## src/hdl/mwt_pkg.sv

```systemverilog
// Package for the memory watchpoint table: request kinds, entry and result types.
// Used by mwt_match and memory_watchpoint_table_core. No dependencies.
`default_nettype none

package mwt_pkg;

  localparam int unsigned NUM_ENTRIES_DEF = 16;
  localparam int unsigned ADDR_W          = 32;
  localparam int unsigned HIT_IDX_W       = 4;

  typedef enum logic [1:0] {
    KIND_ADD    = 2'd0,
    KIND_REMOVE = 2'd1,
    KIND_ACCESS = 2'd2
  } kind_e;

  typedef struct packed {
    logic brk;
    logic log;
    logic wr;
    logic rd;
    logic rng;
  } flags_t;

  typedef struct packed {
    logic [ADDR_W-1:0] start_addr;
    logic [ADDR_W-1:0] end_addr;
    flags_t            flags;
  } entry_t;

  typedef struct packed {
    logic                 done_ok;
    logic                 table_full;
    logic                 hit;
    logic [HIT_IDX_W-1:0] hit_index;
    logic                 log_event;
    logic                 break_event;
  } result_t;

endpackage

`default_nettype wire

```

## src/hdl/memory_watchpoint_table_core.sv

```systemverilog
// Top level of the memory watchpoint table: request register, table, result register.
// Depends on mwt_pkg and mwt_match.
//
// Usage:
//   Requests enter on in_valid_i/in_ready_o: kind_i selects add, remove or access check.
//   Each request yields exactly one result on out_valid_o/out_ready_i.
//   A request passes the request register, then the result register; throughput is
//   one request per cycle while the receiver does not stall. The request register feeds the
//   comparator bank and priority encoders, and the table update and the result register
//   load in the same cycle, so the next request always sees the updated table.
//   Entries are kept in insertion order; remove closes the gap by shifting later
//   entries down one slot.
//   Reset clears the entry count and both valid flags; entry contents are not reset
//   and lanes at or above the count are ignored.
//   When the receiver stalls, the result holds, the request register fills, and
//   in_ready_o drops until the result is taken. Kind 3 changes nothing and returns
//   an all-zero result.
`default_nettype none

module memory_watchpoint_table_core #(
  parameter int unsigned NUM_ENTRIES = mwt_pkg::NUM_ENTRIES_DEF
) (
  input  logic                                clk_i,
  input  logic                                rst_ni,
  input  logic                                in_valid_i,
  output logic                                in_ready_o,
  input  logic [1:0]                          kind_i,
  input  logic [mwt_pkg::ADDR_W-1:0]          address_i,
  input  logic [mwt_pkg::ADDR_W-1:0]          end_address_i,
  input  logic                                is_range_i,
  input  logic                                on_read_i,
  input  logic                                on_write_i,
  input  logic                                log_on_hit_i,
  input  logic                                break_on_hit_i,
  input  logic                                is_write_i,
  output logic                                out_valid_o,
  input  logic                                out_ready_i,
  output logic                                done_ok_o,
  output logic                                table_full_o,
  output logic                                hit_o,
  output logic [mwt_pkg::HIT_IDX_W-1:0]       hit_index_o,
  output logic                                log_event_o,
  output logic                                break_event_o
);

  localparam int unsigned IDX_W = (NUM_ENTRIES > 1) ? $clog2(NUM_ENTRIES) : 1;
  localparam int unsigned CNT_W = $clog2(NUM_ENTRIES + 1);

  logic                        req_valid_q, req_valid_d;
  logic [1:0]                  req_kind_q;
  logic [mwt_pkg::ADDR_W-1:0]  req_addr_q;
  logic [mwt_pkg::ADDR_W-1:0]  req_end_q;
  mwt_pkg::flags_t             req_flags_q;
  logic                        req_wr_q;

  logic                        res_valid_q, res_valid_d;
  mwt_pkg::result_t            res_q, res_d;

  mwt_pkg::entry_t             ent_q [NUM_ENTRIES];
  mwt_pkg::entry_t             ent_d [NUM_ENTRIES];
  mwt_pkg::entry_t             new_ent;
  logic [CNT_W-1:0]            cnt_q, cnt_d;

  logic                        in_fire;
  logic                        proc_fire;

  logic                        cover_hit;
  logic [IDX_W-1:0]            cover_pos;
  mwt_pkg::flags_t             cover_flags;
  logic                        start_hit;
  logic [IDX_W-1:0]            start_pos;
  logic [IDX_W+mwt_pkg::HIT_IDX_W-1:0] pos_ext;
  logic                        dir_ok;

  assign proc_fire  = req_valid_q && (!res_valid_q || out_ready_i);
  assign in_ready_o = !req_valid_q || proc_fire;
  assign in_fire    = in_valid_i && in_ready_o;

  always_comb begin
    req_valid_d = req_valid_q;
    if (in_fire) begin
      req_valid_d = 1'b1;
    end else if (proc_fire) begin
      req_valid_d = 1'b0;
    end
  end

  always_ff @(posedge clk_i or negedge rst_ni) begin
    if (!rst_ni) begin
      req_valid_q <= 1'b0;
    end else begin
      req_valid_q <= req_valid_d;
    end
  end

  always_ff @(posedge clk_i) begin
    if (in_fire) begin
      req_kind_q        <= kind_i;
      req_addr_q        <= address_i;
      req_end_q         <= end_address_i;
      req_flags_q.rng   <= is_range_i;
      req_flags_q.rd    <= on_read_i;
      req_flags_q.wr    <= on_write_i;
      req_flags_q.log   <= log_on_hit_i;
      req_flags_q.brk   <= break_on_hit_i;
      req_wr_q          <= is_write_i;
    end
  end

  mwt_match #(
    .NUM_ENTRIES(NUM_ENTRIES)
  ) u_match (
    .entries_i    (ent_q),
    .count_i      (cnt_q),
    .addr_i       (req_addr_q),
    .cover_hit_o  (cover_hit),
    .cover_pos_o  (cover_pos),
    .cover_flags_o(cover_flags),
    .start_hit_o  (start_hit),
    .start_pos_o  (start_pos)
  );

  assign pos_ext = {{mwt_pkg::HIT_IDX_W{1'b0}}, cover_pos};
  assign dir_ok  = req_wr_q ? cover_flags.wr : cover_flags.rd;

  always_comb begin
    new_ent.start_addr = req_addr_q;
    new_ent.end_addr   = req_flags_q.rng ? req_end_q : req_addr_q;
    new_ent.flags      = req_flags_q;
  end

  always_comb begin
    res_d = '0;
    ent_d = ent_q;
    cnt_d = cnt_q;
    unique case (req_kind_q)
      mwt_pkg::KIND_ADD: begin
        if (cover_hit) begin
          res_d.hit       = 1'b1;
          res_d.hit_index = pos_ext[mwt_pkg::HIT_IDX_W-1:0];
        end else if (cnt_q >= CNT_W'(NUM_ENTRIES)) begin
          res_d.table_full = 1'b1;
        end else begin
          res_d.done_ok = 1'b1;
          ent_d[cnt_q[IDX_W-1:0]] = new_ent;
          cnt_d = cnt_q + CNT_W'(1);
        end
      end
      mwt_pkg::KIND_REMOVE: begin
        if (start_hit) begin
          res_d.done_ok = 1'b1;
          for (int j = 0; j < NUM_ENTRIES - 1; j++) begin
            if (IDX_W'(j) >= start_pos) begin
              ent_d[j] = ent_q[j+1];
            end
          end
          cnt_d = cnt_q - CNT_W'(1);
        end
      end
      mwt_pkg::KIND_ACCESS: begin
        if (cover_hit) begin
          res_d.hit         = 1'b1;
          res_d.hit_index   = pos_ext[mwt_pkg::HIT_IDX_W-1:0];
          res_d.log_event   = dir_ok && cover_flags.log;
          res_d.break_event = dir_ok && cover_flags.brk;
        end
      end
      default: begin
        res_d = '0;
      end
    endcase
  end

  always_ff @(posedge clk_i or negedge rst_ni) begin
    if (!rst_ni) begin
      cnt_q <= '0;
    end else if (proc_fire) begin
      cnt_q <= cnt_d;
    end
  end

  always_ff @(posedge clk_i) begin
    if (proc_fire) begin
      ent_q <= ent_d;
    end
  end

  always_comb begin
    res_valid_d = res_valid_q;
    if (proc_fire) begin
      res_valid_d = 1'b1;
    end else if (out_ready_i) begin
      res_valid_d = 1'b0;
    end
  end

  always_ff @(posedge clk_i or negedge rst_ni) begin
    if (!rst_ni) begin
      res_valid_q <= 1'b0;
    end else begin
      res_valid_q <= res_valid_d;
    end
  end

  always_ff @(posedge clk_i) begin
    if (proc_fire) begin
      res_q <= res_d;
    end
  end

  assign out_valid_o   = res_valid_q;
  assign done_ok_o     = res_q.done_ok;
  assign table_full_o  = res_q.table_full;
  assign hit_o         = res_q.hit;
  assign hit_index_o   = res_q.hit_index;
  assign log_event_o   = res_q.log_event;
  assign break_event_o = res_q.break_event;

  a_cnt_bound: assert property (@(posedge clk_i) disable iff (!rst_ni)
    cnt_q <= CNT_W'(NUM_ENTRIES))
    else $error("entry count exceeds table depth");

  a_add_grows: assert property (@(posedge clk_i) disable iff (!rst_ni)
    proc_fire && (req_kind_q == mwt_pkg::KIND_ADD) && res_d.done_ok
    |=> cnt_q == $past(cnt_q) + CNT_W'(1))
    else $error("accepted add did not grow the table");

  a_remove_shrinks: assert property (@(posedge clk_i) disable iff (!rst_ni)
    proc_fire && (req_kind_q == mwt_pkg::KIND_REMOVE) && res_d.done_ok
    |=> cnt_q == $past(cnt_q) - CNT_W'(1))
    else $error("successful remove did not shrink the table");

  a_full_only_at_depth: assert property (@(posedge clk_i) disable iff (!rst_ni)
    proc_fire && res_d.table_full |-> cnt_q == CNT_W'(NUM_ENTRIES) && !cover_hit)
    else $error("table full reported below depth");

  a_events_need_hit: assert property (@(posedge clk_i) disable iff (!rst_ni)
    proc_fire && (res_d.log_event || res_d.break_event)
    |-> res_d.hit && (req_kind_q == mwt_pkg::KIND_ACCESS))
    else $error("event raised without an access hit");

endmodule

`default_nettype wire

```

## src/hdl/mwt_match.sv

```systemverilog
// Parallel comparators and priority encoders over the watchpoint entries.
// Depends on mwt_pkg for the entry and flag types.
`default_nettype none

module mwt_match #(
  parameter int unsigned NUM_ENTRIES = mwt_pkg::NUM_ENTRIES_DEF,
  localparam int unsigned IDX_W = (NUM_ENTRIES > 1) ? $clog2(NUM_ENTRIES) : 1,
  localparam int unsigned CNT_W = $clog2(NUM_ENTRIES + 1)
) (
  input  mwt_pkg::entry_t             entries_i [NUM_ENTRIES],
  input  logic [CNT_W-1:0]            count_i,
  input  logic [mwt_pkg::ADDR_W-1:0]  addr_i,
  output logic                        cover_hit_o,
  output logic [IDX_W-1:0]            cover_pos_o,
  output mwt_pkg::flags_t             cover_flags_o,
  output logic                        start_hit_o,
  output logic [IDX_W-1:0]            start_pos_o
);

  logic [NUM_ENTRIES-1:0] cov;
  logic [NUM_ENTRIES-1:0] st;
  logic [NUM_ENTRIES-1:0] cov_oh;
  logic [NUM_ENTRIES-1:0] st_oh;

  always_comb begin
    for (int i = 0; i < NUM_ENTRIES; i++) begin
      if (CNT_W'(i) < count_i) begin
        st[i] = (entries_i[i].start_addr == addr_i);
        if (entries_i[i].flags.rng) begin
          cov[i] = (addr_i >= entries_i[i].start_addr) && (addr_i <= entries_i[i].end_addr);
        end else begin
          cov[i] = st[i];
        end
      end else begin
        st[i]  = 1'b0;
        cov[i] = 1'b0;
      end
    end
  end

  assign cov_oh = cov & (~cov + NUM_ENTRIES'(1));
  assign st_oh  = st & (~st + NUM_ENTRIES'(1));

  assign cover_hit_o = |cov;
  assign start_hit_o = |st;

  always_comb begin
    cover_pos_o   = '0;
    start_pos_o   = '0;
    cover_flags_o = '0;
    for (int i = 0; i < NUM_ENTRIES; i++) begin
      if (cov_oh[i]) begin
        cover_pos_o   = cover_pos_o | IDX_W'(i);
        cover_flags_o = cover_flags_o | entries_i[i].flags;
      end
      if (st_oh[i]) begin
        start_pos_o = start_pos_o | IDX_W'(i);
      end
    end
  end

endmodule

`default_nettype wire
```

## config.mk

```make
export PLATFORM = sky130hd
export DESIGN_NAME = memory_watchpoint_table_core
export DESIGN_NICKNAME = d
export VERILOG_FILES = /design/src/hdl/mwt_pkg.sv /design/src/hdl/memory_watchpoint_table_core.sv /design/src/hdl/mwt_match.sv
export SDC_FILE = /design/constraint.sdc
export NUM_CORES = 2
export LEC_CHECK = 0
export BUFFER_PORTS_ARGS = -buffer_cell sky130_fd_sc_hd__buf_2
export CORE_ASPECT_RATIO = 0.75
export CORE_MARGIN = 8
export CORE_UTILIZATION = 40
export DETAILED_ROUTE_END_ITERATION = 10
export RECOVER_POWER = 50
export SLEW_MARGIN = 5
export SYNTH_ARGS = -nofsm -noshare
export SYNTH_HDL_FRONTEND = slang
export SYNTH_SLANG_ARGS = --single-unit
```

## constraint.sdc

```tcl
create_clock -name clk_i -period 21.2 [get_ports clk_i]
set_clock_uncertainty 0.1 [all_clocks]
set_input_delay 3.18 -clock clk_i [delete_from_list [all_inputs] [get_ports clk_i]]
set_output_delay 3.18 -clock clk_i [all_outputs]
set_load 0.02 [all_outputs]
```

* Word-level counts from Yosys, hierarchy flattened *
Index checks and enable logic that the tools add are counted.

word-level totals
  output and inout port bits = 11
  flip-flop bits (word level) = 1192
  word-level logic and storage cells = 443
  bits of input ports = 76

cells by class
  add/sub/neg operators = 4
  reduce and logical (&&, ||, !) cells = 50
  mux-type cells = 134
  bitwise logic cells = 23
  $lt $le $gt $ge = 66
  eq/ne operators = 36

operators by type and width
  cell                                               count
  2-to-1 mux 1104 bit                                2
  case mux 1035 bit (2 select lines)                 1
  bitwise mux 1104 bit                               1
  2-to-1 mux 69 bit                                  16
  2-to-1 mux 1035 bit                                1
  equality test 32 bit                               16
  >= comparator 32 bit                               16
  less-or-equal comparator 32 bit                    16
  demux 69 bit (select 4 bit)                        1
  2-to-1 mux 5 bit                                   20
  AND reduction 6 bit                                15
  OR 5 bit                                           15
  2-to-1 mux 4 bit                                   16
  2-to-1 mux 1 bit                                   58
  < comparator 4 x 5 -> 1 bit, first input constant  8
  inequality test 2 bit, second input constant       18
  adder 16 x 1 -> 16 bit, second input constant      2
  bitwise AND 16 bit                                 2
  2-to-1 mux 32 bit                                  1
  NOT 16 bit                                         2
  OR reduction 16 bit                                2
  >= comparator 4 bit, first input constant          7
  2-to-1 mux 3 bit                                   8
  logical AND 1 bit                                  21
  26 further kinds                                   48

* Logic depth before layout (Yosys ltp) *
  depth after elaboration = 42
  mapped depth = 18
  mapped depth without buffers = 13

* Modules after synthesis *
Synthesis repeated with hierarchy kept, for this count alone.

second synthesis, totals
  cell total of the unflattened synthesis = 6818
  area, all modules = 76256.9 um2

by module, submodules not included
  module                        cells an instance  area an instance (um2)  sequential area each (um2)  times used
  memory_watchpoint_table_core  2930               48753.0                 35759.3                     1
  mwt_match                     3888               27503.9                 0.0                         1

* Worst setup path before layout *
OpenSTA, ideal clock, no wires.

  kind = register -> register
  from = register req_addr_q[0] (netlist bit)
  to = register ent_q[483] (netlist bit), enable pin
  stages on the path, launching flop included = 17
  setup slack = 10.820 ns
  period minus slack after synthesis = 10.380 ns
  setup time = 0.608 ns
  data required time = 20.492 ns
  path buffers = 3
  arrival = 9.672 ns
  cell sequence = edfxtp_1 -> inv_1 -> clkbuf_1 -> ha_1 -> and4_1 -> a31o_1 -> a221o_1 -> a2111oi_2 -> a2bb2oi_2 -> nor2b_1 -> buf_6 -> nor4_4 -> nand4bb_2 -> buf_6 -> o31ai_4 -> nand2_1 -> a221oi_1

between the ends
  longest elaborated chain between the ends = 23
  elaborated cells on any way between the ends = 137
  classes of those cells = add/sub: 1; order compare: 33; eq/ne: 19; mux: 63; bitwise: 2; reduce/logical: 19

ends and longest elaborated chain
  what                                    line                                 text
  from (decl)                             memory_watchpoint_table_core.sv:51   logic [mwt_pkg::ADDR_W-1:0] req_addr_q;
  from (signal assigned)                  memory_watchpoint_table_core.sv:99   req_addr_q <= address_i;
  equality test 32 bit                    mwt_match.sv:28                      st[i] = (entries_i[i].start_addr == addr_i);
  2-to-1 mux 1 bit                        mwt_match.sv:27                      if (CNT_W'(i) < count_i) begin
  NOT 16 bit                              mwt_match.sv:42                      assign st_oh = st & (~st + NUM_ENTRIES'(1));
  adder 16 x 1 -> 16 bit                  mwt_match.sv:42
  bitwise AND 16 bit                      mwt_match.sv:42
  2-to-1 mux 1 bit                        mwt_match.sv:56                      if (st_oh[i]) begin
  2-to-1 mux 2 bit (2 in series)          mwt_match.sv:56
  2-to-1 mux 3 bit (4 in series)          mwt_match.sv:56
  2-to-1 mux 4 bit (8 in series)          mwt_match.sv:56
  >= comparator 4 bit                     memory_watchpoint_table_core.sv:153  if (IDX_W'(j) >= start_pos) begin
  inequality test 2 bit (no source line)  n/a
  AND reduction 6 bit (no source line) *  n/a
  to (signal assigned)                    memory_watchpoint_table_core.sv:184  ent_q <= ent_d;
  to (decl)                               memory_watchpoint_table_core.sv:59   mwt_pkg::entry_t ent_q [NUM_ENTRIES];

Mark *: on every way between the ends. The rest lies on a longest branch, timed or not.
A chain may end at the register's enable or synchronous reset.

==> results.py <==
metrics = {
    "clock_tree": {
        "ctsHtreeMaxLevel": 4,
        "cts_root_buf": "clkbuf_16",
        "postCtsHoldBufs": 0,
        "cts_resized": 0,
        "cts_tree": "built",
        "clk_path_buf_depth": 3,
        "clk_latency_ps": 780,
        "cts_made_buffers": 135,
        "clock-sinks": 1192,
        "cts_setup_buffers": 0,
        "clkSlewWorstSetupHoldPaths_ps": 60,
    },
    "detailed_routing": {
        "via_per_inst": 5.93,
        "ant_nets": 0,
        "drt_iter0_drc": 5274,
        "first_pass_iters": 7,
        "wl_per_cell_um": 25.1,
        "vias": 55600,
        "wl_mm": 236,
        "drc_errors": 0,
    },
    "yosys": {
        "synth.top_cell.area_share": 0.471,
        "synthFlopType": "edfxtp_1",
        "synthCells": 6701,
        "synth.distinct_cells": 87,
        "yosysMostFrequentCell": "edfxtp_1",
        "async_reset_ff_frac": 0.00587,
        "synth.net_count": 7806,
        "synth_edf_count": 1185,
        "ys_top_cells_by_count": "edfxtp_1 (1185), inv_1 (1084), ha_1 (1029)",
        "syn_area_per_cell_um2": 11.3,
        "synth_warnings": 0,
        "yosysTopAreaCell": "edfxtp_1",
        "ys_seq_area_frac": 0.473,
        "netlist_area_um2": 75600,
        "synth.area.top_cells": "edfxtp_1 (47%), ha_1 (17%), a22o_1 (6.1%)",
        "ys_ff_latch": 1192,
    },
    "layout": {
        "drive_gt1_frac": 0.0918,
        "post-route-util": 0.440,
        "area_growth_pct": 9.49,
        "num-nets-final": 7852,
    },
    "floorplanning": {
        "die-area_um2": 203000,
        "die_w_um": 518,
        "die-height_um": 392,
        "floorplan.initialDensity": 0.402,
        "io_pins": 87,
        "core-area_um2": 188000,
        "rows": 138,
    },
    "worst_setup_path": {
        "reg2reg_slack_ps": 7040,
        "r2r-end": "ent_q[451]",
        "critPathSlowestCell": "nand3_1",
        "r2r_start": "req_addr_q[25]",
        "timing.critical_path.slowest_cell_delay_ps": 2440,
        "critical_path_class": "flip-flop to flip-flop",
        "worst-path-max-fanout": 46,
        "crit_path_start_kind": "flip-flop",
        "critPathCaptureType": "flip-flop",
        "arrival_ps": 14550,
        "critPathMostFrequentCell": "clkbuf_1",
        "ff2ff_path_depth": 15,
        "cp.required_ps": 21590,
        "cp_cell_sequence": "clkbuf_1, ha_1, a21o_1, a21o_1, a21oi_1, o2bb2ai_1, o31ai_1, a211oi_1, clkbuf_1, nor4_1, nand4bb_1, nor4_1, clkbuf_1, nand3_1, o21ai_0",
    },
    "grt": {
        "grt.overflow.total": 0,
        "grt_pass1_wl_mm": 346,
        "grt_util_all_layers": 0.223,
        "grt_pass1_vias": 55300,
        "antenna_found_initial": 18,
        "grt_max_degree": 103,
    },
    "power": {
        "p_clk_frac": 0.350,
        "internal-power_uw": 4450,
        "power.switching_fraction": 0.312,
        "seq_power_share": 0.440,
        "power_switching_uw": 2020,
        "p_per_area_nw_per_um2": 78.1,
        "p_leak_uw": 0.0343,
        "ir_worst_vdd_v": 0.0000818,
        "pwr-share-comb": 0.210,
        "total_power_uw": 6470,
    },
    "run": {
        "cap_violations": 61,
    },
    "timing": {
        "fin_tns_setup_ps": 0,
        "fin_crit_sh": 0.668,
        "relSlewSlack": -1.27,
        "max_freq_ghz": 0.0706,
        "final_max_slew_viol_count": 2028,
        "fin_crit_ps": 14160,
        "tightest_slew_ps": 3400,
        "timing.hold.ws_ps": 387,
        "hold_viol": 0,
        "setup_viol": 0,
        "rsz0062_at_grt": "no",
    },
    "place": {
        "portBuffers": 86,
        "post-dp-hpwl_mm": 176,
        "place_congestion": 0.991,
    },
    "status": {
        "violations": "capacitance limit, slew limit",
        "status": "complete, but fails checks",
    },
    "min_path": {
        "hold_class": "flip-flop to flip-flop",
        "hp-start": "req_valid_q",
        "holdPathStages": 1,
        "worst_hold_path.endpoint": "out_valid_o",
    },
}
[logic make-up (layout without fill, tap and decap cells)]
kind of cell,count (synthesis),in the layout,share of synthesized area
compound gates,2006,2006,0.203
mux,34,34,0.00450
xor+xnor,5,5,0.000579
fa+ha+maj,1029,1029,0.170
buf+inv,1432,1582,0.0757
simple gates,1003,1003,0.0725
flops,1192,1192,0.473
other cells,0,6,0
[metal layers]
metal | track usage | up-vias | share of wire
li1 | - | 25600 | -
met1 | 0.283 | 27400 | 0.42
met2 | 0.361 | 2089 | 0.45
met3 | 0.0580 | 486 | 0.087
met4 | 0.0966 | 6 | 0.045
met5 | 0.00675 | - | 0.00097
[layout by cell type, fill, tap and decap left out, drive strengths merged, types with 10 or more instances in the layout]
master and n:
nor2b 51, inv 1088, o22ai 488, a211oi 44, clkinv 52, o21ai 192, o21a 20, a2111oi 13
and3 32, nand2b 19, a21boi 13, nand4 222, nand3b 10, nor4 57, mux2i 34, o211ai 41
and4 33, nor3 45, a221oi 27, clkbuf 290, edfxtp 1185, a21o 108, a22o 530, or4 14
nand3 107, a22oi 12, ha 1029, a31oi 23, nor2 120, buf 146, nand2 255, a21oi 399
[sequential cells by signal, summed over array words and instances, names as in the netlist]
signal	count
table_full_o	1
req_end_q	32
hit_o	1
break_event_o	1
req_valid_q	1
log_event_o	1
new_ent	5
hit_index_o	4
done_ok_o	1
cnt_q	5
req_addr_q	32
ent_q	1104
req_kind_q	2
req_wr_q	1
out_valid_o	1
[layout make-up]
| type | count | area, µm² |
|---|---|---|
| Sequential cell | 1192 | 35800 |
| Fill cell | 17500 | 105000 |
| Clock inverter | 62 | 449 |
| Timing Repair Buffer | 257 | 1370 |
| Clock buffer | 179 | 3660 |
| Antenna cell | 6 | 15.0 |
| Inverter | 1084 | 4070 |
| Multi-Input combinational cell | 4077 | 34300 |
| Tap cell | 2520 | 3150 |
[how the worst max path moves through the flow]
stage	from	end	slack [ps]
after CTS	req_addr_q[1]	ent_q[807]	12560
after detailed placement	req_addr_q[1]	ent_q[804]	12600
after global routing	req_addr_q[25]	ent_q[451]	6790
after global placement	req_addr_q[23]	ent_q[804]	12310
final	req_addr_q[25]	ent_q[451]	7040
after floorplan	req_addr_q[0]	ent_q[483]	10820
[metrics by stage]
stage / setup WS, ps / instances / area (µm²)
floorplan: 10820 / 6701 / 75600
global placement: 12310 / 9126 / 79100
detailed placement: 12600 / 9128 / 79200
CTS: 12560 / 9369 / 83300
global route: 6790 / 9372 / 82700
finish: 7040 / 9377 / 82800
[power groups by stage]
stage                     sequential (µW)  combinational [µW]  clock [µW]
final                                2840                1360        2260
after detailed placement             2890                1340           0
after global placement               2890                1300           0
after floorplan                      2890                 845           0
after global routing                 2860                1450        2390
after CTS                            2840                1340        2310
[worst max-delay path, delay by kind of cell, from the launching register on]
family / cells / cell delay, ps
DFF: 1 / 770
buffers and inverters: 3 / 4350
AOI/OAI and AO/OA: 7 / 2870
adders and majority gates: 1 / 510
and+or+nand+nor: 4 / 5170
Power figures use the tool's default switching activity.
